`config.mk`:
```
export PLATFORM = sky130hd
export DESIGN_NAME = particulate_frame_parser
export DESIGN_NICKNAME = d
export VERILOG_FILES = /design/src/rtl/pfp_pkg.sv /design/src/rtl/pfp_assembler.sv /design/src/rtl/pfp_result.sv /design/src/rtl/particulate_frame_parser.sv
export VERILOG_INCLUDE_DIRS = /design/src /design/src/rtl
export SDC_FILE = /design/constraint.sdc
export NUM_CORES = 1
export LEC_CHECK = 0
export ABC_AREA = 0
export BUFFER_PORTS_ARGS = -buffer_cell sky130_fd_sc_hd__buf_2
export CORE_ASPECT_RATIO = 0.6
export CORE_UTILIZATION = 50
export DETAILED_ROUTE_END_ITERATION = 10
export GPL_TIMING_DRIVEN = 0
export PLACE_DENSITY = 0.78
export SYNTH_ARGS = -nofsm -noshare
export SYNTH_HDL_FRONTEND = slang
export SYNTH_SLANG_ARGS = --single-unit
```
`constraint.sdc`:
```
create_clock -name clk -period 13.9 [get_ports clk]
set_input_delay 2.78 -clock clk [delete_from_list [all_inputs] [get_ports clk]]
set_output_delay 2.78 -clock clk [all_outputs]
set_load 0.01 [all_outputs]
```
`src/rtl/particulate_frame_parser_assert.svh`:
```
`ifndef PARTICULATE_FRAME_PARSER_ASSERT_SVH
`define PARTICULATE_FRAME_PARSER_ASSERT_SVH

// Same-cycle check: whenever the antecedent holds, the consequent holds too.
`define PFP_ASSERT_NOW(label, ante, cons, msg) \
  label: assert property (@(posedge clk) disable iff (!rst_n) (ante) |-> (cons)) \
    else $error(msg);

// Next-cycle check: the consequent holds in the cycle after the antecedent.
`define PFP_ASSERT_NEXT(label, ante, cons, msg) \
  label: assert property (@(posedge clk) disable iff (!rst_n) (ante) |=> (cons)) \
    else $error(msg);

`endif

```
`src/rtl/pfp_pkg.sv`:
```
package pfp_pkg;

  // Configuration register indexes.
  localparam logic [1:0] REG_HEADER_FIRST  = 2'd0;
  localparam logic [1:0] REG_HEADER_SECOND = 2'd1;
  localparam logic [1:0] REG_CONTEXT       = 2'd2;

  // Reset values of the configuration registers.
  localparam logic [7:0] HEADER_FIRST_RST  = 8'd66;
  localparam logic [7:0] HEADER_SECOND_RST = 8'd77;

  // Byte offsets of the 16-bit big-endian words inside a frame.
  localparam int STD_BASE   = 4;
  localparam int ATM_BASE   = 10;
  localparam int COUNT_BASE = 16;
  localparam int NUM_PM     = 3;
  localparam int NUM_COUNTS = 6;

  // Configuration seen by the result logic.
  typedef struct packed {
    logic [7:0] header_first;
    logic [7:0] header_second;
    logic       context_atm;
  } pfp_cfg_t;

  // Status of the byte currently in the input stage.
  typedef struct packed {
    logic        last;  // data byte that completes a frame
    logic [15:0] sum;   // running sum, including this byte if it is a summed byte
  } pfp_status_t;

  // One result item.
  typedef struct packed {
    logic        frame_ok;
    logic [15:0] pm1_0;
    logic [15:0] pm2_5;
    logic [15:0] pm10;
    logic [15:0] count_0_3;
    logic [15:0] count_0_5;
    logic [15:0] count_1_0;
    logic [15:0] count_2_5;
    logic [15:0] count_5_0;
    logic [15:0] count_10;
  } pfp_result_t;

endpackage

```
`src/rtl/pfp_assembler.sv`:
```
`include "particulate_frame_parser_assert.svh"

module pfp_assembler #(
  parameter int FRAME_BYTES  = 32,
  parameter int SUMMED_BYTES = 30
) (
  input  logic                clk,
  input  logic                rst_n,
  input  logic                step,
  input  logic                mode,
  input  logic [7:0]          rx_byte,
  output logic [7:0]          frame_byte [FRAME_BYTES],
  output pfp_pkg::pfp_status_t status
);
  import pfp_pkg::*;

  localparam int POS_W = $clog2(FRAME_BYTES);
  localparam int CMP_W = POS_W + 1;

  logic [POS_W-1:0] pos_r;
  logic [POS_W-1:0] pos_nxt;
  logic [15:0]      sum_r;
  logic [15:0]      sum_nxt;
  logic [15:0]      sum_add;
  logic             counted;
  logic             last;
  logic [7:0]       shift_r [FRAME_BYTES-1];

  // Position and sum decode for the byte in the input stage.
  assign last    = !mode && (pos_r == POS_W'(FRAME_BYTES - 1));
  assign counted = ({1'b0, pos_r} < CMP_W'(SUMMED_BYTES));
  assign sum_add = counted ? (sum_r + {8'd0, rx_byte}) : sum_r;

  assign status.last = last;
  assign status.sum  = sum_add;

  // Next position and sum: a timeout or a completed frame starts over.
  always_comb begin
    if (mode || last) begin
      pos_nxt = '0;
      sum_nxt = 16'd0;
    end else begin
      pos_nxt = pos_r + POS_W'(1);
      sum_nxt = sum_add;
    end
  end

  always_ff @(posedge clk) begin
    if (!rst_n) begin
      pos_r <= '0;
      sum_r <= 16'd0;
    end else if (step) begin
      pos_r <= pos_nxt;
      sum_r <= sum_nxt;
    end
  end

  // Byte history; the newest byte sits at the low end.
  always_ff @(posedge clk) begin
    if (step && !mode) begin
      shift_r[0] <= rx_byte;
      for (int i = 1; i < FRAME_BYTES - 1; i++) begin
        shift_r[i] <= shift_r[i-1];
      end
    end
  end

  // Frame view at the last byte: the incoming byte closes the frame.
  for (genvar k = 0; k < FRAME_BYTES; k++) begin : g_frame
    if (k == FRAME_BYTES - 1) begin : g_newest
      assign frame_byte[k] = rx_byte;
    end else begin : g_stored
      assign frame_byte[k] = shift_r[FRAME_BYTES-2-k];
    end
  end

  `PFP_ASSERT_NEXT(a_timeout_restarts, step && mode, pos_r == '0 && sum_r == 16'd0, "timeout did not restart frame")
  `PFP_ASSERT_NOW(a_pos_in_frame, 1'b1, pos_r <= POS_W'(FRAME_BYTES - 1), "byte position beyond frame")

endmodule

```
`src/rtl/pfp_result.sv`:
```
`include "particulate_frame_parser_assert.svh"

module pfp_result #(
  parameter int FRAME_BYTES  = 32,
  parameter int SUMMED_BYTES = 30
) (
  input  logic                 clk,
  input  logic                 rst_n,
  input  logic                 load,
  input  logic                 out_ready,
  input  logic [7:0]           frame_byte [FRAME_BYTES],
  input  pfp_pkg::pfp_status_t status,
  input  pfp_pkg::pfp_cfg_t    cfg,
  output logic                 out_valid,
  output pfp_pkg::pfp_result_t res
);
  import pfp_pkg::*;

  // Checksum bytes that fall outside the frame are never written; clamp the taps.
  localparam int CHK_HI = (SUMMED_BYTES < FRAME_BYTES) ? SUMMED_BYTES : FRAME_BYTES - 1;
  localparam int CHK_LO = (SUMMED_BYTES + 1 < FRAME_BYTES) ? SUMMED_BYTES + 1 : FRAME_BYTES - 1;

  logic        out_valid_r;
  pfp_result_t res_r;
  pfp_result_t res_nxt;
  logic        frame_ok;
  logic [15:0] pm_word    [NUM_PM];
  logic [15:0] count_word [NUM_COUNTS];

  // Header and checksum check.
  assign frame_ok = (frame_byte[0] == cfg.header_first) &&
                    (frame_byte[1] == cfg.header_second) &&
                    (status.sum == {frame_byte[CHK_HI], frame_byte[CHK_LO]});

  // Word selection; the context picks the standard or atmospheric set.
  always_comb begin
    for (int i = 0; i < NUM_PM; i++) begin
      if (cfg.context_atm) begin
        pm_word[i] = {frame_byte[ATM_BASE + 2*i], frame_byte[ATM_BASE + 2*i + 1]};
      end else begin
        pm_word[i] = {frame_byte[STD_BASE + 2*i], frame_byte[STD_BASE + 2*i + 1]};
      end
    end
    for (int j = 0; j < NUM_COUNTS; j++) begin
      count_word[j] = {frame_byte[COUNT_BASE + 2*j], frame_byte[COUNT_BASE + 2*j + 1]};
    end
  end

  // A failed frame gives an all-zero result.
  always_comb begin
    res_nxt = '0;
    if (frame_ok) begin
      res_nxt.frame_ok  = 1'b1;
      res_nxt.pm1_0     = pm_word[0];
      res_nxt.pm2_5     = pm_word[1];
      res_nxt.pm10      = pm_word[2];
      res_nxt.count_0_3 = count_word[0];
      res_nxt.count_0_5 = count_word[1];
      res_nxt.count_1_0 = count_word[2];
      res_nxt.count_2_5 = count_word[3];
      res_nxt.count_5_0 = count_word[4];
      res_nxt.count_10  = count_word[5];
    end
  end

  // Output register; it holds until the transfer completes.
  always_ff @(posedge clk) begin
    if (!rst_n) begin
      out_valid_r <= 1'b0;
    end else if (load) begin
      out_valid_r <= 1'b1;
    end else if (out_ready) begin
      out_valid_r <= 1'b0;
    end
  end

  always_ff @(posedge clk) begin
    if (load) begin
      res_r <= res_nxt;
    end
  end

  assign out_valid = out_valid_r;
  assign res       = res_r;

  `PFP_ASSERT_NEXT(a_load_shows_result, load, out_valid_r, "loaded result not presented")
  `PFP_ASSERT_NOW(a_fail_is_zero, out_valid_r && !res_r.frame_ok, res_r.pm1_0 == 16'd0 && res_r.pm10 == 16'd0 && res_r.count_0_3 == 16'd0 && res_r.count_10 == 16'd0, "failed frame carries nonzero data")

endmodule

```
`src/rtl/particulate_frame_parser.sv`:
```
// Particulate sensor frame parser.
// The last byte of a frame is held in the input register; its result is then registered in the
// output register and raises out_valid. Throughput: one byte per cycle; the input register
// stalls only when a frame-closing byte finds the output register still holding an untaken result.
// Reset (synchronous, active low) clears the byte position, running sum, pipeline valids
// and restores the header and context registers to their defaults.
`include "particulate_frame_parser_assert.svh"

module particulate_frame_parser #(
  parameter int FRAME_BYTES  = 32,
  parameter int SUMMED_BYTES = 30
) (
  input  logic        clk,
  input  logic        rst_n,
  // Byte stream
  input  logic        in_valid,
  output logic        in_ready,
  input  logic        in_mode,
  input  logic [7:0]  in_rx_byte,
  // Results
  output logic        out_valid,
  input  logic        out_ready,
  output logic        out_frame_ok,
  output logic [15:0] out_pm1_0,
  output logic [15:0] out_pm2_5,
  output logic [15:0] out_pm10,
  output logic [15:0] out_count_0_3,
  output logic [15:0] out_count_0_5,
  output logic [15:0] out_count_1_0,
  output logic [15:0] out_count_2_5,
  output logic [15:0] out_count_5_0,
  output logic [15:0] out_count_10,
  // Configuration writes
  input  logic        cfg_valid,
  output logic        cfg_ready,
  input  logic [1:0]  cfg_index,
  input  logic [7:0]  cfg_data
);
  import pfp_pkg::*;

  logic        s1_valid_r;
  logic        s1_mode_r;
  logic [7:0]  s1_byte_r;
  logic        s1_go;
  logic        load;
  logic        out_busy;
  logic        res_valid;
  logic [7:0]  header_first_r;
  logic [7:0]  header_second_r;
  logic        context_r;
  logic [7:0]  frame_byte [FRAME_BYTES];
  pfp_status_t status;
  pfp_cfg_t    cfg;
  pfp_result_t res;

  // Configuration registers; unknown indexes are dropped.
  assign cfg_ready = 1'b1;

  always_ff @(posedge clk) begin
    if (!rst_n) begin
      header_first_r  <= HEADER_FIRST_RST;
      header_second_r <= HEADER_SECOND_RST;
      context_r       <= 1'b0;
    end else if (cfg_valid) begin
      case (cfg_index)
        REG_HEADER_FIRST:  header_first_r  <= cfg_data;
        REG_HEADER_SECOND: header_second_r <= cfg_data;
        REG_CONTEXT:       context_r       <= cfg_data[0];
        default: ;
      endcase
    end
  end

  assign cfg.header_first  = header_first_r;
  assign cfg.header_second = header_second_r;
  assign cfg.context_atm   = context_r;

  // Input stage moves on unless a frame result meets a full output register.
  assign out_busy = res_valid && !out_ready;
  assign s1_go    = s1_valid_r && (!status.last || !out_busy);
  assign load     = s1_go && status.last;
  assign in_ready = !s1_valid_r || s1_go;

  always_ff @(posedge clk) begin
    if (!rst_n) begin
      s1_valid_r <= 1'b0;
    end else if (in_valid && in_ready) begin
      s1_valid_r <= 1'b1;
    end else if (s1_go) begin
      s1_valid_r <= 1'b0;
    end
  end

  always_ff @(posedge clk) begin
    if (in_valid && in_ready) begin
      s1_mode_r <= in_mode;
      s1_byte_r <= in_rx_byte;
    end
  end

  pfp_assembler #(
    .FRAME_BYTES  (FRAME_BYTES),
    .SUMMED_BYTES (SUMMED_BYTES)
  ) u_assembler (
    .clk        (clk),
    .rst_n      (rst_n),
    .step       (s1_go),
    .mode       (s1_mode_r),
    .rx_byte    (s1_byte_r),
    .frame_byte (frame_byte),
    .status     (status)
  );

  pfp_result #(
    .FRAME_BYTES  (FRAME_BYTES),
    .SUMMED_BYTES (SUMMED_BYTES)
  ) u_result (
    .clk        (clk),
    .rst_n      (rst_n),
    .load       (load),
    .out_ready  (out_ready),
    .frame_byte (frame_byte),
    .status     (status),
    .cfg        (cfg),
    .out_valid  (res_valid),
    .res        (res)
  );

  // Result ports.
  assign out_valid     = res_valid;
  assign out_frame_ok  = res.frame_ok;
  assign out_pm1_0     = res.pm1_0;
  assign out_pm2_5     = res.pm2_5;
  assign out_pm10      = res.pm10;
  assign out_count_0_3 = res.count_0_3;
  assign out_count_0_5 = res.count_0_5;
  assign out_count_1_0 = res.count_1_0;
  assign out_count_2_5 = res.count_2_5;
  assign out_count_5_0 = res.count_5_0;
  assign out_count_10  = res.count_10;

  `PFP_ASSERT_NOW(a_stall_needs_blocked_frame, !in_ready, s1_valid_r && status.last && out_busy, "input stalled without a blocked frame result")

endmodule
```
==> impl_metrics.json <==
{
  "outcome": "finished, final reports clean",
  "synth.top_cell.area_share_pct": 70.1,
  "synth.area.top_cells": "edfxtp_1, dfxtp_1, mux2i_1, nor4_2, nor4_1",
  "diodes": 0,
  "cts_buffer_depth": 3,
  "drc": 0,
  "worst_slew_pin_slew_ps": 913,
  "track_usage_pct": 21.2,
  "h-tree-depth": 2,
  "viasPerCell": 5.54,
  "power_mw": 2.59,
  "wire_per_inst_um": 20.7,
  "fin_skew_ps": 26.4,
  "routed_wl_mm": 37.2,
  "dp_worst_setup_slack_ps": 7650,
  "cts_resized": 0,
  "synth_area_leader_cell": "edfxtp_1",
  "vias": 9946,
  "async_flop_share_pct": 0,
  "hold_class": "flip-flop to flip-flop",
  "synth-edff-count": 402,
  "final_common_cell": "edfxtp_1",
  "cap_violations": 0,
  "grt_overflow": 0,
  "place_hpwl_mm": 25.8,
  "cts_buffers": 39,
  "ys_warn_count": 0,
  "final_cell_mix": "edfxtp_1, buf_2, inv_1",
  "fmax_mhz": 160,
  "coreArea_um2": 33800,
  "finalSetupViolations": 0,
  "cp.required_ps": 11120,
  "cp-end-kind": "primary output",
  "cts_sinks": 442,
  "drtIter0Drc": 1108,
  "worstPathArrival_ps": 3460,
  "start_util_pct": 50.9,
  "cts.reportedPaths.clkPinSlew_ps": 70,
  "cts_tree": "done",
  "ys_ff_latch": 442,
  "num-fill-cells": 2574,
  "place.gp.congestion": 0.917,
  "ys_types": 57,
  "ys_dominant_reg_cell": "edfxtp_1",
  "portBuffers": 169,
  "die_w_um": 242,
  "path_class": "primary input to primary output",
  "ant_nets": 0,
  "drv_slew": 0,
  "finish.net_count": 1345,
  "worst-path-max-fanout": 3,
  "die_y_um": 146,
  "syn_inst": 1087,
  "seq_area_frac_synth_pct": 74.7,
  "synth_area_um2": 17200,
  "post-route-period-util_pct": 44.9,
  "stdcell_count": 1796,
  "multi_input_area_um2": 3640,
  "peakVddDrop_mv": 0.0756,
  "die_area_um2": 35200,
  "min_period_ps": 6240,
  "tns_ps": 0,
  "grt_pass1_wl_mm": 56.5,
  "rsz0062_at_grt": "false",
  "drive_above_1_share_pct": 24.6,
  "first_global_vias": 9503,
  "area_growth_syn_to_layout_pct": 16.9,
  "regArea_um2": 12900,
  "synth_nets": 1122,
  "postCtsHoldBufs": 0,
  "syn_area_per_cell_um2": 15.9,
  "slew-limit-headroom_pct": 39.1,
  "fin_ws_ps": 7660,
  "powerDensity_nw_per_um2": 128,
  "critPathLaunchType": "primary input",
  "hold_violations": 0,
  "power_leakage_nw": 6.90,
  "clk_latency_ps": 550,
  "grt_max_degree": 42,
  "io_pins": 172,
  "root_buffer": "clkbuf_16",
  "rows": 52,
  "post-cts-setup-buffers": 0,
  "grt_antenna_before_repair": 1,
  "firstDrtPassIters": 5,
  "final_core_util_pct": 59.6,
  "dp.cells": 1728
}
## synthesized netlist by cell type, drive strengths merged (5+ instances only)
master / number
mux2i: 68
buf: 33
a22oi: 6
a21oi: 20
xor2: 8
xnor2: 27
nor4: 146
nor2b: 23
clkbuf: 39
nor2: 15
dfxtp: 40
o21ai: 11
nor3: 10
nand4: 9
nand3: 8
inv: 105
edfxtp: 402
ha: 10
nand2b: 5
and2: 9
and3: 6
o211ai: 5
o21a: 7
nand2: 34
## layout make-up
type,instances,area share (%)
buffer,72,1.71
tap,459,2.85
clock buffer,43,5.02
inverter,105,1.96
clock inverter,25,0.925
multi-input combinational,468,18.0
sequential,442,63.9
timing repair buffer,182,5.60
## power breakdown
group          total (mW)  internal, mW  switching (mW)
clock network        1.03         0.564           0.469
logic               0.108        0.0319          0.0762
registers            1.45          1.44         0.00527
total                2.59          2.04           0.550
## path summary, 6_finish.rpt
check	startpoint	cells past startpoint	to	slack [ps]
max	out_ready	5	in_ready	7660
min	u_assembler.shift_r[27][7]	0	u_assembler.shift_r[28][7]	400
max reg2reg	s1_byte_r[0]	14	u_result.res[77]	9700
min reg2reg	u_assembler.shift_r[27][7]	0	u_assembler.shift_r[28][7]	400
## sequential cells by signal (all words and copies together) (netlist names), 5 cells and up
signal,flops
header_first_r,8
u_assembler.sum_r,16
header_second_r,8
s1_byte_r,8
u_assembler.pos_r,5
u_assembler.shift_r,248
u_result.res,145
## critical path, cell delays in order
cell	delay [ps]
buf_2	90
nand2b_1	170
nor2_1	190
nand2_1	90
buf_2	140
## routing by layer
metal | vias to the layer above | part of all wire, % | GRT usage (%)
li1 | 4559 | - | -
met1 | 4925 | 48 | 34.3
met2 | 415 | 42 | 29.3
met3 | 47 | 8.7 | 4.46
met4 | 0 | 1.4 | 4.24
met5 | - | 0 | 0
## cell families (layout without fill, tap and decap cells)
family / after synthesis / after routing / share of synthesized area (%)
AOI/OAI and AO/OA: 75 / 75 / 3.15
xor gates and xnor gates: 35 / 35 / 1.78
adders and majority gates: 11 / 11 / 0.842
buffers and inverters: 177 / 427 / 4.28
DFF: 442 / 442 / 74.7
muxes: 68 / 68 / 3.95
other: 1 / 1 / 0.0218
and+or+nand+nor: 278 / 278 / 11.3
## metrics by stage
stage          hold WS [ps]  cell area [µm²]
2_1_floorplan           400            17200
3_3_place_gp            406            18700
3_5_place_dp            406            18900
4_1_cts                 406            20100
5_1_grt                 422            20100
6_report                400            20100
No activity file was read; power rests on OpenSTA's default activity.
